[src/rtl/core/assert_macros.svh]
// Assertion macros used by the top level of the response frame parser.
// No dependencies; include by bare file name.
`ifndef ASSERT_MACROS_SVH
`define ASSERT_MACROS_SVH

// Same-cycle implication, disabled while reset is asserted (active low).
`define ASSERT_IMPLIES(label, clk, rst_n, ante, cons) \
    label: assert property (@(posedge clk) disable iff (!rst_n) (ante) |-> (cons)) \
        else $error("assertion failed");

// Next-cycle implication, disabled while reset is asserted (active low).
`define ASSERT_NEXT(label, clk, rst_n, ante, cons) \
    label: assert property (@(posedge clk) disable iff (!rst_n) (ante) |=> (cons)) \
        else $error("assertion failed");

`endif

[src/rtl/core/srfp_pkg.sv]
// Shared types and constants for the servo response frame parser.
// No dependencies.
package srfp_pkg;

    localparam logic [7:0] HDR_BYTE = 8'h55;
    localparam logic [7:0] ANY_ID   = 8'hFE;
    localparam logic [7:0] LEN_MIN  = 8'd3;
    localparam logic [7:0] LEN_MAX  = 8'd7;

    localparam logic [3:0] POS_RESET = 4'd0;
    localparam logic [3:0] LEN_RESET = 4'd7;
    localparam logic [3:0] POS_LAST  = 4'd9;

    localparam logic [7:0] EXP_ID_RESET  = 8'hFE;
    localparam logic [7:0] EXP_CMD_RESET = 8'h00;
    localparam logic [2:0] MAX_PAR_RESET = 3'd4;

    typedef enum logic [1:0] {
        REG_EXPECTED_ID      = 2'd0,
        REG_EXPECTED_COMMAND = 2'd1,
        REG_MAX_PARAMS       = 2'd2
    } reg_index_t;

    typedef enum logic [3:0] {
        ST_BUSY     = 4'd0,
        ST_OK       = 4'd1,
        ST_HEADER   = 4'd2,
        ST_ID       = 4'd3,
        ST_LENGTH   = 4'd4,
        ST_TOOLONG  = 4'd5,
        ST_COMMAND  = 4'd6,
        ST_CHECKSUM = 4'd7,
        ST_ABORTED  = 4'd8
    } status_t;

    typedef struct packed {
        logic [7:0] expected_id;
        logic [7:0] expected_command;
        logic [2:0] max_params;
    } cfg_t;

    typedef struct packed {
        status_t    status;
        logic       param_valid;
        logic [1:0] param_index;
        logic [7:0] param_value;
    } result_t;

    typedef struct packed {
        logic [3:0] byte_position;
        logic [3:0] frame_length;
        logic [7:0] running_sum;
    } parse_state_t;

endpackage

[src/rtl/core/srfp_parse.sv]
// Per-beat frame check and parser state registers.
// Depends on srfp_pkg.
module srfp_parse
    import srfp_pkg::*;
(
    input  logic         aclk,
    input  logic         aresetn,
    input  logic         step_en,
    input  logic         beat_abort,
    input  logic [7:0]   beat_byte,
    input  cfg_t         cfg,
    output result_t      result,
    output parse_state_t state
);

    logic [3:0] pos_reg, pos_next;
    logic [3:0] len_reg, len_next;
    logic [7:0] sum_reg, sum_next;
    logic       done;

    always_ff @(posedge aclk) begin
        if (!aresetn) begin
            pos_reg <= POS_RESET;
            len_reg <= LEN_RESET;
            sum_reg <= 8'd0;
        end else if (step_en) begin
            pos_reg <= pos_next;
            len_reg <= len_next;
            sum_reg <= sum_next;
        end
    end

    always_comb begin
        result.status      = ST_BUSY;
        result.param_valid = 1'b0;
        result.param_index = 2'd0;
        result.param_value = 8'd0;
        done     = 1'b0;
        pos_next = pos_reg;
        len_next = len_reg;
        sum_next = sum_reg;

        if (beat_abort) begin
            result.status = ST_ABORTED;
            done = 1'b1;
        end else if (pos_reg <= 4'd1) begin
            if (beat_byte != HDR_BYTE) begin
                result.status = ST_HEADER;
                done = 1'b1;
            end
        end else if (pos_reg == 4'd2) begin
            if (beat_byte != cfg.expected_id && cfg.expected_id != ANY_ID) begin
                result.status = ST_ID;
                done = 1'b1;
            end
        end else if (pos_reg == 4'd3) begin
            if (beat_byte < LEN_MIN || beat_byte > LEN_MAX) begin
                result.status = ST_LENGTH;
                done = 1'b1;
            end else if ({1'b0, beat_byte[2:0]} > ({1'b0, cfg.max_params} + 4'd3)) begin
                // length + 3 > max_params + 6, compared without the common offset
                result.status = ST_TOOLONG;
                done = 1'b1;
            end else begin
                len_next = {1'b0, beat_byte[2:0]} + 4'd3;
            end
        end else if (pos_reg == 4'd4) begin
            if (beat_byte != cfg.expected_command) begin
                result.status = ST_COMMAND;
                done = 1'b1;
            end
        end else if (({1'b0, pos_reg} + 5'd1) >= {1'b0, len_reg}) begin
            result.status = (beat_byte == ~sum_reg) ? ST_OK : ST_CHECKSUM;
            done = 1'b1;
        end else begin
            result.param_valid = 1'b1;
            result.param_index = pos_reg[1:0] + 2'd3;   // (pos - 5) mod 4
            result.param_value = beat_byte;
        end

        if (!done) begin
            if (pos_reg >= 4'd2) begin
                sum_next = sum_reg + beat_byte;
            end
            pos_next = pos_reg + 4'd1;
        end else begin
            pos_next = POS_RESET;
            len_next = LEN_RESET;
            sum_next = 8'd0;
        end
    end

    assign state.byte_position = pos_reg;
    assign state.frame_length  = len_reg;
    assign state.running_sum   = sum_reg;

endmodule

[src/rtl/core/srfp_out_stage.sv]
// Result register of the parser: holds one result beat until the sink takes it.
// Depends on srfp_pkg.
module srfp_out_stage
    import srfp_pkg::*;
(
    input  logic    aclk,
    input  logic    aresetn,
    input  logic    load,
    input  result_t result_in,
    input  logic    out_ready,
    output logic    out_valid,
    output result_t result_out,
    output logic    advance
);

    logic    valid_reg;
    result_t data_reg;

    // The stage can take a new result when empty or when its beat leaves now.
    assign advance = !valid_reg || out_ready;

    always_ff @(posedge aclk) begin
        if (!aresetn) begin
            valid_reg <= 1'b0;
        end else if (advance) begin
            valid_reg <= load;
        end
    end

    always_ff @(posedge aclk) begin
        if (advance && load) begin
            data_reg <= result_in;
        end
    end

    assign out_valid  = valid_reg;
    assign result_out = data_reg;

endmodule

[src/rtl/core/servo_response_frame_parser.sv]
// Servo response frame parser: top level with input register, configuration
// registers and assertions. Depends on srfp_pkg, srfp_parse, srfp_out_stage.
//
// Checks reply frames of a half-duplex servo bus one received byte per beat:
// two 0x55 header bytes, id (0xFE in expected_id accepts any id), length 3..7
// limited by max_params, the expected command, parameter bytes, then the
// inverted 8-bit sum of id through last parameter. Every input beat yields
// exactly one result beat: status busy while a frame is in progress (with the
// parameter byte and its index when param_valid is set), or the final verdict,
// after which the parser waits for a header again. An input beat with the abort
// flag set in s_tuser stands for the bus timeout and answers status aborted.
// Throughput is one beat per clock while the sink does not stall. A beat passes
// an input register and a result register with the combinational frame check
// between them; that check closes the position/length/sum loop combinationally,
// which sets the rate. The user must write configuration only while no beat
// is in flight; the block does not enforce this. Reset has no clearing pass.
module servo_response_frame_parser
    import srfp_pkg::*;
(
    input  logic        aclk,
    input  logic        aresetn,

    input  logic        cfg_we,
    input  logic [1:0]  cfg_index,
    input  logic [7:0]  cfg_wdata,

    input  logic        s_tvalid,
    output logic        s_tready,
    input  logic [7:0]  s_tdata,   // [7:0] rx_byte
    input  logic [0:0]  s_tuser,   // [0] cmd (1 = abort)

    output logic        m_tvalid,
    input  logic        m_tready,
    output logic [15:0] m_tdata,   // [3:0] status, [5:4] param_index, [13:6] param_value, zero pad
    output logic [0:0]  m_tuser    // [0] param_valid
);

`include "assert_macros.svh"

    // Configuration registers
    logic [7:0] exp_id_reg;
    logic [7:0] exp_cmd_reg;
    logic [2:0] max_par_reg;
    cfg_t       cfg;

    always_ff @(posedge aclk) begin
        if (!aresetn) begin
            exp_id_reg  <= EXP_ID_RESET;
            exp_cmd_reg <= EXP_CMD_RESET;
            max_par_reg <= MAX_PAR_RESET;
        end else if (cfg_we) begin
            // write to an index past the list is dropped
            unique case (cfg_index)
                REG_EXPECTED_ID:      exp_id_reg  <= cfg_wdata;
                REG_EXPECTED_COMMAND: exp_cmd_reg <= cfg_wdata;
                REG_MAX_PARAMS:       max_par_reg <= cfg_wdata[2:0];
                default: ;
            endcase
        end
    end

    assign cfg.expected_id      = exp_id_reg;
    assign cfg.expected_command = exp_cmd_reg;
    assign cfg.max_params       = max_par_reg;

    // Input register: hold one beat until the result stage can take its result
    logic       in_valid_reg;
    logic       in_abort_reg;
    logic [7:0] in_byte_reg;
    logic       advance;
    logic       step_fire;
    logic       s_fire;

    assign s_tready  = !in_valid_reg || advance;
    assign s_fire    = s_tvalid && s_tready;
    assign step_fire = in_valid_reg && advance;

    always_ff @(posedge aclk) begin
        if (!aresetn) begin
            in_valid_reg <= 1'b0;
        end else if (s_tready) begin
            in_valid_reg <= s_tvalid;
        end
    end

    always_ff @(posedge aclk) begin
        if (s_fire) begin
            in_abort_reg <= s_tuser[0];
            in_byte_reg  <= s_tdata;
        end
    end

    // Frame check; parser state advances only when the result moves on
    result_t      step_result;
    parse_state_t pstate;

    srfp_parse u_parse (
        .aclk       (aclk),
        .aresetn    (aresetn),
        .step_en    (step_fire),
        .beat_abort (in_abort_reg),
        .beat_byte  (in_byte_reg),
        .cfg        (cfg),
        .result     (step_result),
        .state      (pstate)
    );

    // Result register toward the sink
    result_t out_result;

    srfp_out_stage u_out (
        .aclk       (aclk),
        .aresetn    (aresetn),
        .load       (in_valid_reg),
        .result_in  (step_result),
        .out_ready  (m_tready),
        .out_valid  (m_tvalid),
        .result_out (out_result),
        .advance    (advance)
    );

    assign m_tdata = {2'b00, out_result.param_value, out_result.param_index,
                      out_result.status};
    assign m_tuser = out_result.param_valid;

    // Parser sits at its reset point, waiting for the first header byte
    logic parse_at_rest;

    assign parse_at_rest = (pstate.byte_position == POS_RESET)
                        && (pstate.frame_length == LEN_RESET)
                        && (pstate.running_sum == 8'd0);

    // A parameter beat never carries a final verdict
    `ASSERT_IMPLIES(a_param_busy, aclk, aresetn, m_tvalid && m_tuser[0], m_tdata[3:0] == ST_BUSY)
    // An abort step leaves the parser waiting for the first header byte
    `ASSERT_NEXT(a_abort_restart, aclk, aresetn, step_fire && in_abort_reg, parse_at_rest)
    // The position never runs past the checksum of the longest frame
    `ASSERT_IMPLIES(a_pos_bound, aclk, aresetn, 1'b1, pstate.byte_position <= POS_LAST)

endmodule

[config.mk]
export PLATFORM = sky130hd
export DESIGN_NAME = servo_response_frame_parser
export DESIGN_NICKNAME = d
export VERILOG_FILES = /design/src/rtl/core/srfp_pkg.sv /design/src/rtl/core/srfp_parse.sv /design/src/rtl/core/srfp_out_stage.sv /design/src/rtl/core/servo_response_frame_parser.sv
export VERILOG_INCLUDE_DIRS = /design/src /design/src/rtl/core
export SDC_FILE = /design/constraint.sdc
export NUM_CORES = 1
export LEC_CHECK = 0
export ABC_AREA = 1
export BUFFER_PORTS_ARGS = -buffer_cell sky130_fd_sc_hd__buf_2
export CELL_PAD_IN_SITES_DETAIL_PLACEMENT = 0
export CELL_PAD_IN_SITES_GLOBAL_PLACEMENT = 2
export CORE_UTILIZATION = 31
export DETAILED_ROUTE_END_ITERATION = 6
export GPL_TIMING_DRIVEN = 0
export PLACE_DENSITY = 0.78
export SYNTH_ARGS = -nofsm -noshare
export SYNTH_HDL_FRONTEND = slang
export SYNTH_SLANG_ARGS = --single-unit
[constraint.sdc]
create_clock -name aclk -period 2.17 [get_ports aclk]
set_clock_uncertainty 0.05 [all_clocks]
set_input_delay 0.217 -clock aclk [delete_from_list [all_inputs] [get_ports aclk]]
set_output_delay 0.217 -clock aclk [all_outputs]
set_load 0.01 [all_outputs]
==> results.yml, run 1 <==
sta:
  rsz0062_at_grt: "yes"
  slew_headroom_pct: 55.5
  fin_crit_ps: 2290
  finalSetupTns_ps: -1600
  worst_pin_slew_ps: 662
  fmax_ghz: 0.436
  finalHoldViolations: 0
  fin_crit_sh_pct: 106
  finalSetupViolCount: 18
  postLayoutSetupSlackWorst_ps: -124
  slew_violations: 0
synth:
  synth_fa_ha_area_share_pct: 8.88
  synth_flop_cell: "dfxtp_1"
  synth_xor_xnor_area_share_pct: 5.00
  synth-seq-cells: 61
  ys_warn_count: 0
  synth_top_cell_by_area: "dfxtp_1"
  ys_seq_area_share_pct: 43.9
  syn_inst: 414
  synthDistinctLibCells: 34
  synth_compound_area_share_pct: 9.40
  synthArstFlopShare_pct: 0
  synth_area_leaders: "dfxtp_1, edfxtp_1, nand2_1"
  synth_top_family_by_area: "simple AND/OR/NAND/NOR gates"
  syn_area_per_cell_um2: 8.04
  synth_edf_count: 24
  synth-simple-area-share_pct: 25.0
  synthesis.area_um2: 3330
  yosys.area.top_type_share_pct: 22.3
  muxShareOfSynthArea_pct: 0
power:
  intPower_w: 0.00191
  switchingPower_w: 0.000694
  p_per_area_nw_per_um2: 595
  p_leak_nw: 1.98
  p_comb_share_pct: 14.3
  seqPwrFrac_pct: 49.1
  ir_drop_uv: 355
  power_frac_clock_pct: 36.6
  swShare_pct: 26.7
route:
  detail_route.first_pass.iterations: 4
  vias: 2914
  drtIter0Drc: 70
  wl_met3_um: 319
  dr_wl_met2_um: 4050
  viasPerCell: 4.58
  drt_wl_total_um: 8700
  wl_met1_um: 4230
  routed.top_layer: "met4"
  drc_errors: 0
  avgRoutedWirePerCell_um: 13.7
  drtAntennaViolNets: 0
place:
  place_inst: 590
  hpwl_um: 6240
  portBuffers: 39
  place.gp.congestion: 0.825
critical_path:
  path_class: "reg -> reg"
  critPathMaxFanout: 5
  critical_path_required_ps: 2210
  r2r_slack_ps: -120
  cp_top_family: "compound AO/OA/AOI/OAI gates"
  crit_chain: "ha_4, xor2_2, ha_1, nand2_1, inv_1, o21ai_1, nand3b_1, buf_4, o211ai_1, o21ai_0, o21ai_1, inv_1"
  arrival_ps: 2340
  end_kind: "register"
  worstReg2RegStart: "u_parse.pos_reg[0]$_SDFFE_PN0P_"
  slowest_delay_ps: 370
  slowest_stage: "dfxtp_4"
  critPathBufInv: 3
  worst-path-stages: 12
  reg2reg_to: "u_out.result_out[13]$_SDFFCE_PP0P_"
  setup.worst_path.start_class: "register"
  endpoint: "u_out.result_out[13]$_SDFFCE_PP0P_"
  startpoint: "u_parse.pos_reg[0]$_SDFFE_PN0P_"
  rr_worst_depth: 12
run_status:
  status: "finished with violations"
  violations: "negative setup slack"
cells_and_area:
  synthToLayoutAreaGrowth_pct: 31.4
  final_cell_mix: "nand2_1, inv_1, buf_2"
  final_cells: 636
  largest_register_ffs: 15
  diodes: 0
  nFillCells: 1091
  nets: 542
  drive_above_1_share_pct: 26.6
  final_common_cell: "nand2_1"
job:
  maxCapViolCount: 0
die:
  start_util_pct: 32.1
  fp.dieH_um: 106
  die_area_um2: 11200
  io_pins: 43
  core-area_um2: 10400
  fp.dieW_um: 106
  rows: 37
global_route:
  grt_pass1_wl_um: 14000
  grt_use_total_pct: 16.5
  grt_overflow_total: 0
  grt_max_degree: 23
  grt_pass1_vias: 2734
  antenna_found_initial: 0
clock_network:
  cts_max_level: 3
  clkLatencyLatePin_ps: 340
  root_buffer: "clkbuf_8"
  path_clk_slew_ps: 70
  numCtsBuffers: 9
  cts.sinks: 61
  tritoncts: "built"
  clockBufferDepth: 2
worst_hold_path:
  hold_class: "in -> reg"
[cell usage after synthesis, types with 2 or more instances]
cell type and number:
o21ai_0 21, a21oi_1 22, xnor2_1 9, nand4_1 12
nor2_2 3, inv_2 4, edfxtp_1 24, nor3_2 2
clkinv_1 2, ha_1 22, nand2_1 90, dfxtp_1 37
clkbuf_1 4, o21a_1 2, o211ai_1 6, nand2_2 3
nand3_1 25, inv_1 50, buf_4 2, xor2_1 10
nor3_1 4, nor2_1 48
[worst reg2reg max path: stages (launching register included)]
cell	delay, ps
dfxtp_4	370
ha_4	170
xor2_2	150
ha_1	300
nand2_1	60
inv_1	30
o21ai_1	110
nand3b_1	150
buf_4	190
o211ai_1	80
o21ai_0	150
o21ai_1	180
inv_1	50
[metal layers]
layer  up-vias  GRT usage (%)
met1      1342           21.4
met2        52           27.5
met3         9           3.90
met4         0           4.17
li1       1511              -
met5         -              0
[power groups by stage]
stage	clock network (W)	logic, W	registers, W
after floorplan	0	0.000208	0.00130
after global placement	0	0.000303	0.00131
after detailed placement	0	0.000305	0.00131
after CTS	0.000986	0.000347	0.00128
after global routing	0.00104	0.000418	0.00128
final	0.000953	0.000371	0.00128
[worst min-delay path by stage]
stage | endpoint | from | slack, ps | depth (start not counted)
2_1_floorplan | in_abort_reg$_DFFE_PP_ | s_tuser | 270 | 0
3_3_place_gp | in_byte_reg[5]$_DFFE_PP_ | s_tdata[5] | 340 | 1
3_5_place_dp | in_byte_reg[7]$_DFFE_PP_ | s_tdata[7] | 350 | 1
4_1_cts | in_byte_reg[0]$_DFFE_PP_ | s_tdata[0] | 0.07 | 1
5_1_grt | exp_id_reg[3]$_SDFFE_PN1P_ | cfg_wdata[3] | 50 | 3
6_report | exp_id_reg[5]$_SDFFE_PN1P_ | cfg_wdata[5] | 60 | 3
[per-stage QoR]
stage | total power, W | cell area [µm²] | hold WS, ps | util [%] | worst slack [ps]
detailed placement | 0.00161 | 3720 | 345 | 35.9 | -391
global route | 0.00274 | 4370 | 50.1 | 42.2 | -242
CTS | 0.00261 | 4210 | 0.0739 | 40.6 | -128
finish | 0.00260 | 4370 | 57.5 | 42.2 | -124
floorplan | 0.00151 | 3360 | 266 | - | 12.1
global placement | 0.00161 | 3720 | 343 | 35.9 | -425
[kinds of logic after synthesis]
family,after synthesis
compound gates,55
fa+ha+maj,23
buf+inv,64
flops,61
simple gates,191
xor+xnor,19
other cells,1
[cell type report]
cell class,count,area (µm²),share of cell area [%]
flip-flops and latches,61,1470,33.7
repair buffers,69,443,10.1
clock buffers,13,170,3.89
clock inverters,3,16.3,0.372
plain buffers,8,46.3,1.06
well taps,136,170,3.89
inverters,56,226,5.18
multi-input cells,290,1830,41.8
[timing repair]
action | 4_1_cts | 5_1_grt
pin swaps | 11 | 7
setup buffers | 12 | 9
endpoints found under the setup margin | 29 | 44
hold buffers | 7 | 2
endpoints found under the hold margin | 7 | 2
gates resized for setup | 39 | 22
Power figures use the tool's default switching activity.
==> run 2, diff against run 1 <==
--- a/config.mk
+++ b/config.mk
@@ -6,14 +6,15 @@
 export SDC_FILE = /design/constraint.sdc
 export NUM_CORES = 1
 export LEC_CHECK = 0
-export ABC_AREA = 1
+export ABC_AREA = 0
 export BUFFER_PORTS_ARGS = -buffer_cell sky130_fd_sc_hd__buf_2
 export CELL_PAD_IN_SITES_DETAIL_PLACEMENT = 0
 export CELL_PAD_IN_SITES_GLOBAL_PLACEMENT = 2
-export CORE_UTILIZATION = 31
+export CORE_MARGIN = 10
+export CORE_UTILIZATION = 33
 export DETAILED_ROUTE_END_ITERATION = 6
 export GPL_TIMING_DRIVEN = 0
-export PLACE_DENSITY = 0.78
+export PLACE_DENSITY = 0.77
 export SYNTH_ARGS = -nofsm -noshare
 export SYNTH_HDL_FRONTEND = slang
 export SYNTH_SLANG_ARGS = --single-unit
==> run 2 against run 1 <==
Compared with the run above: the run still ends with negative setup slack left; cell area grew 7.9%; final cell count shrank 8.8%; register-to-register slack lost 190 ps; fmax shrank 7.6%; flip-flop and latch count is the same; critical path depth is the same; first-iteration DRC count grew 70%; die area grew 32%; sequential share of layout area shrank 2.5 points; area after synthesis grew 2.0%; non-clock buffer count grew 27; hold slack lost 39 ps.
==> results.yml, run 2 <==
global_route:
  grt_pass1_vias: 3005
  antenna_found_initial: 0
  grt_use_total_pct: 13.5
  grt_max_degree: 25
  grt_pass1_wl_um: 15600
  grt_overflow_total: 0
worst_hold_path:
  hold_class: "in -> reg"
synth:
  synth-seq-cells: 61
  syn_area_per_cell_um2: 9.84
  syn_inst: 345
  synth_edf_count: 24
  ys_seq_area_share_pct: 43.1
  synth_common_cells: "nand2_1, dfxtp_1, edfxtp_1"
  synthesis.area_um2: 3390
  yosys.area.top_type_share_pct: 21.8
  synth_top_cell_by_area: "dfxtp_1"
  synth_area_leaders: "dfxtp_1, edfxtp_1, ha_1"
  synth_flop_cell: "dfxtp_1"
  synthArstFlopShare_pct: 0
  synthDistinctLibCells: 59
  yosysMostFrequentCell: "nand2_1"
  ys_warn_count: 0
cells_and_area:
  nets: 489
  final_cell_mix: "nand2_1, buf_2, buf_4"
  diodes: 0
  drive_above_1_share_pct: 37.8
  largest_register_ffs: 15
  final_area_um2: 4720
  post-route-util_pct: 47.6
  synthToLayoutAreaGrowth_pct: 39.0
power:
  power_frac_clock_pct: 36.8
  p_leak_nw: 1.93
  switchingPower_w: 0.000691
  p_per_area_nw_per_um2: 526
  power_w: 0.00248
  ir_drop_uv: 354
  seqPwrFrac_pct: 50.5
  p_comb_share_pct: 12.7
  intPower_w: 0.00179
  swShare_pct: 27.9
clock_network:
  cts.sinks: 61
  tritoncts: "built"
  clockBufferDepth: 2
  root_buffer: "clkbuf_8"
  numCtsBuffers: 9
  path_clk_slew_ps: 70
  clkLatencyLatePin_ps: 340
  cts_max_level: 3
run_status:
  status: "finished with violations"
  violations: "negative setup slack"
sta:
  rsz0062_at_grt: "yes"
  fmax_ghz: 0.403
  finalSetupViolCount: 28
  fin_crit_sh_pct: 114
  slew_headroom_pct: 34.5
  postLayoutSetupSlackWorst_ps: -312
  finalHoldViolations: 0
  slew_violations: 0
  finalSetupTns_ps: -5690
  fin_crit_ps: 2480
  worst_pin_slew_ps: 980
route:
  detail_route.first_pass.iterations: 4
  avgRoutedWirePerCell_um: 16.6
  viasPerCell: 4.88
  drc_errors: 0
  vias: 2830
  drt_wl_total_um: 9630
  drtIter0Drc: 119
  drtAntennaViolNets: 0
critical_path:
  setup.worst_path.start_class: "register"
  end_kind: "register"
  arrival_ps: 2700
  critical_path_required_ps: 2390
  path_class: "reg -> reg"
  critPathMaxFanout: 6
place:
  hpwl_um: 6690
  portBuffers: 40
  place_area_um2: 3870
  pre_cts_ws_ps: -488
  place.gp.congestion: 0.797
die:
  fp.dieH_um: 121
  fp.dieW_um: 121
  start_util_pct: 34.3
  core-area_um2: 9910
  io_pins: 43
  die_area_um2: 14700
  rows: 36
job:
  maxCapViolCount: 0
-- run 2: critical path, stage by stage (launching register included) --
cell,delay [ps]
dfxtp_4,380
ha_4,160
clkbuf_8,130
xor2_2,150
ha_4,160
a311oi_2,270
o21ai_2,110
nand3_1,90
o211ai_1,140
buf_6,180
o31a_1,310
buf_6,140
o22ai_2,130
-- run 2: worst paths after layout --
kind                                         from                               to  slack [ps]  depth (start not counted)
hold / removal                         s_tdata[6]         in_byte_reg[6]$_DFFE_PP_          20                          1
hold reg to reg   u_parse.sum_reg[4]$_SDFFE_PN0P_  u_parse.sum_reg[4]$_SDFFE_PN0P_         430                          2
setup reg to reg  u_parse.pos_reg[0]$_SDFFE_PN0P_  u_parse.sum_reg[0]$_SDFFE_PN0P_        -310                         12
setup / recovery  u_parse.pos_reg[0]$_SDFFE_PN0P_  u_parse.sum_reg[0]$_SDFFE_PN0P_        -310                         12
-- run 2: cells by family after synthesis --
group,count (synthesis),share of synthesized area (%)
AND/OR/NAND/NOR,126,20.2
AO/OA/AOI/OAI,61,13.1
flip-flops,61,43.1
buffers and inverters,35,4.57
XOR/XNOR,26,6.71
adder cells (fa/ha/maj),23,8.70
multiplexers,12,3.58
other,1,0.110
-- run 2: metal layers --
layer	track usage (%)	vias to the layer above	part of all wire, %
li1	-	1433	-
met1	16.7	1344	47
met2	22.4	41	48
met3	2.89	12	3.4
met4	5.37	0	1.7
met5	0	-	0
-- run 2: area by class of cell --
cell class | count | area [µm²]
multi-input cells | 250 | 2120
plain buffers | 18 | 136
clock buffers | 9 | 124
flip-flops and latches | 61 | 1470
clock inverters | 7 | 48.8
well taps | 133 | 166
inverters | 16 | 62.6
fillers | 984 | 5190
repair buffers | 86 | 588
-- run 2: metrics by stage --
| step | hold WS (ps) | std cells |
|---|---|---|
| detailed placement | 345 | 519 |
| CTS | 1.06 | 573 |
| global route | 10.2 | 580 |
| finish | 18.8 | 580 |
| floorplan | 266 | 346 |
| global placement | 345 | 519 |
-- run 2: power by group through the flow --
stage | logic, W | registers (W) | clock network [W]
after floorplan | 0.000149 | 0.00128 | 0
after global placement | 0.000230 | 0.00129 | 0
after detailed placement | 0.000233 | 0.00129 | 0
after CTS | 0.000304 | 0.00125 | 0.000936
after global routing | 0.000350 | 0.00126 | 0.000985
final | 0.000315 | 0.00125 | 0.000912
-- run 2: repair_timing --
action / in CTS / in global routing
buffers inserted: 30 / 7
resized for setup: 31 / 37
endpoints found under the hold margin: 8 / 0
endpoints found under the setup margin: 45 / 30
gates cloned: 1 / 0
pin swaps: 14 / 10
hold buffers: 8 / 0
==> run 3, diff against run 2 <==
--- a/config.mk
+++ b/config.mk
@@ -8,7 +8,7 @@
 export LEC_CHECK = 0
 export ABC_AREA = 0
 export BUFFER_PORTS_ARGS = -buffer_cell sky130_fd_sc_hd__buf_2
-export CELL_PAD_IN_SITES_DETAIL_PLACEMENT = 0
+export CELL_PAD_IN_SITES_DETAIL_PLACEMENT = 1
 export CELL_PAD_IN_SITES_GLOBAL_PLACEMENT = 2
 export CORE_MARGIN = 10
 export CORE_UTILIZATION = 33
==> constraint.sdc (replaced) <==
create_clock -name aclk -period 2.2 [get_ports aclk]
set_clock_uncertainty 0.05 [all_clocks]
set_input_delay 0.22 -clock aclk [delete_from_list [all_inputs] [get_ports aclk]]
set_output_delay 0.22 -clock aclk [all_outputs]
set_load 0.01 [all_outputs]
==> run 3 against run 2 <==
Compared with the run above: largest cell class unchanged; via count up 7.7%; sequential power about the same; non-clock buffer count up 11; final cell count up 1.9%; critical path type unchanged; register-to-register slack worse by 100 ps; count of clock-buffer cells in the layout unchanged; the flow still finishes with violations (negative setup slack); largest power group unchanged.
==> results.yml, run 3 (synthesis results as in run 2) <==
sta:
  fin_crit_sh_pct: 119
  finalSetupViolCount: 30
  worst_pin_slew_ps: 1020
  fmax_ghz: 0.382
  postLayoutSetupSlackWorst_ps: -415
  finalSetupTns_ps: -9590
  slew_headroom_pct: 31.9
  slew_violations: 0
  fin_crit_ps: 2610
  finalHoldViolations: 0
  rsz0062_at_grt: "yes"
critical_path:
  end_kind: "register"
  worst-path-stages: 12
  rr_worst_depth: 12
  slowest_delay_ps: 410
  cp_top_family: "compound AO/OA/AOI/OAI gates"
  critPathBufInv: 3
  critical_path_required_ps: 2350
  crit_chain: "buf_6, nand3_4, xnor2_4, ha_4, a311oi_2, a21oi_2, nand3_1, o211ai_1, buf_6, buf_6, o31ai_4, a32oi_1"
  critPathMaxFanout: 5
  slowest_stage: "dfxtp_4"
  cp_common_cell: "buf_6"
  setup.worst_path.start_class: "register"
  path_class: "reg -> reg"
  arrival_ps: 2770
cells_and_area:
  final_cell_mix: "buf_4, buf_2, nand2_1"
  final_common_cell: "buf_4"
  largest_register_ffs: 15
  nets: 500
  drive_above_1_share_pct: 40.4
  synthToLayoutAreaGrowth_pct: 45.0
  diodes: 0
  nFillCells: 1097
route:
  drtAntennaViolNets: 0
  drt_wl_total_um: 11500
  detail_route.first_pass.iterations: 4
  drtIter0Drc: 68
  vias: 3049
  drc_errors: 0
  avgRoutedWirePerCell_um: 19.5
  viasPerCell: 5.16
clock_network:
  clockBufferDepth: 2
  root_buffer: "clkbuf_8"
  clkLatencyLatePin_ps: 350
  numCtsBuffers: 9
  path_clk_slew_ps: 80
  cts_max_level: 3
  tritoncts: "built"
  cts.sinks: 61
power:
  p_leak_nw: 2.00
  p_per_area_nw_per_um2: 496
  ir_drop_uv: 312
die:
  core-area_um2: 9910
  io_pins: 43
  fp.dieH_um: 121
  start_util_pct: 34.3
  rows: 36
  fp.dieW_um: 121
  die_area_um2: 14700
worst_hold_path:
  min_path_cells: 3
  hold_class: "in -> reg"
job:
  maxCapViolCount: 0
run_status:
  violations: "negative setup slack"
  status: "finished with violations"
global_route:
  grt_overflow_total: 0
  grt_pass1_wl_um: 17300
  grt_max_degree: 25
  grt_pass1_vias: 3238
  antenna_found_initial: 0
  grt_use_total_pct: 15.0
place:
  place.gp.congestion: 0.820
  portBuffers: 40
  hpwl_um: 7230
  pre_cts_ws_ps: -459
-- run 3: cell count changes in the layout (fill, tap and decap cells not counted), moves of 3 or more --
cell,delta
nand2_1,-3
and2_1,+3
and2_4,-3
buf_4,+7
ha_1,-3
o21ai_1,-3
-- run 3: stage by stage --
stage / instances / hold slack (ps) / cell area [µm²] / util [%] / total power, W
5_1_grt: 591 / 31.6 / 4920 / 49.7 / 0.00256
4_1_cts: 566 / 0.499 / 4490 / 45.3 / 0.00242
3_5_place_dp: 519 / 349 / 3850 / 38.9 / 0.00151
6_report: 591 / 40.4 / 4920 / 49.7 / 0.00244
3_3_place_gp: 519 / 347 / 3850 / 38.9 / 0.00151
2_1_floorplan: 346 / 269 / 3480 / - / 0.00142
-- run 3: final timing paths --
check                                   from                               to  slack, ps
max reg2reg  u_parse.pos_reg[1]$_SDFFE_PN0P_  u_parse.len_reg[1]$_SDFFE_PN1P_       -410
max          u_parse.pos_reg[1]$_SDFFE_PN0P_  u_parse.len_reg[1]$_SDFFE_PN1P_       -410
min reg2reg  u_parse.sum_reg[5]$_SDFFE_PN0P_  u_parse.sum_reg[5]$_SDFFE_PN0P_        440
min                             cfg_wdata[5]       exp_id_reg[5]$_SDFFE_PN1P_         40
-- run 3: report_power, final --
group | leakage, nW | switching (W) | internal (W) | total, W
registers | 0.537 | 0.0000294 | 0.00121 | 0.00124
clock network | 0.0805 | 0.000484 | 0.000400 | 0.000884
logic | 1.38 | 0.000177 | 0.000144 | 0.000321
total | 2.00 | 0.000691 | 0.00175 | 0.00244
-- run 3: final cells by class --
| cell class | count | area, µm² | area share, % |
|---|---|---|---|
| Sequential cell | 61 | 1480 | 30.0 |
| Timing Repair Buffer | 98 | 707 | 14.4 |
| Clock inverter | 7 | 41.3 | 0.839 |
| Inverter | 16 | 65.1 | 1.32 |
| Multi-Input combinational cell | 250 | 2220 | 45.0 |
| Tap cell | 133 | 166 | 3.38 |
| Clock buffer | 9 | 124 | 2.52 |
| Buffer | 17 | 125 | 2.54 |
-- run 3: routing by layer --
layer	GRT usage, %	wire [µm]
met1	16.9	4820
met2	27.0	6130
met3	3.40	396
met4	5.37	176
met5	0	0
-- run 3: timing repair --
item                                    CTS  global route
setup buffers                            26            22
endpoints found under the setup margin   45            30
hold buffers                              6             3
gates cloned                              1             0
pin swaps                                28            36
endpoints found under the hold margin     6             3
gates resized for setup                  46            48
-- run 3: tightest hold or removal path, delay by kind of cell --
kind          cells  cell delay (ps)
simple gates      2              100
buf+inv           1               90
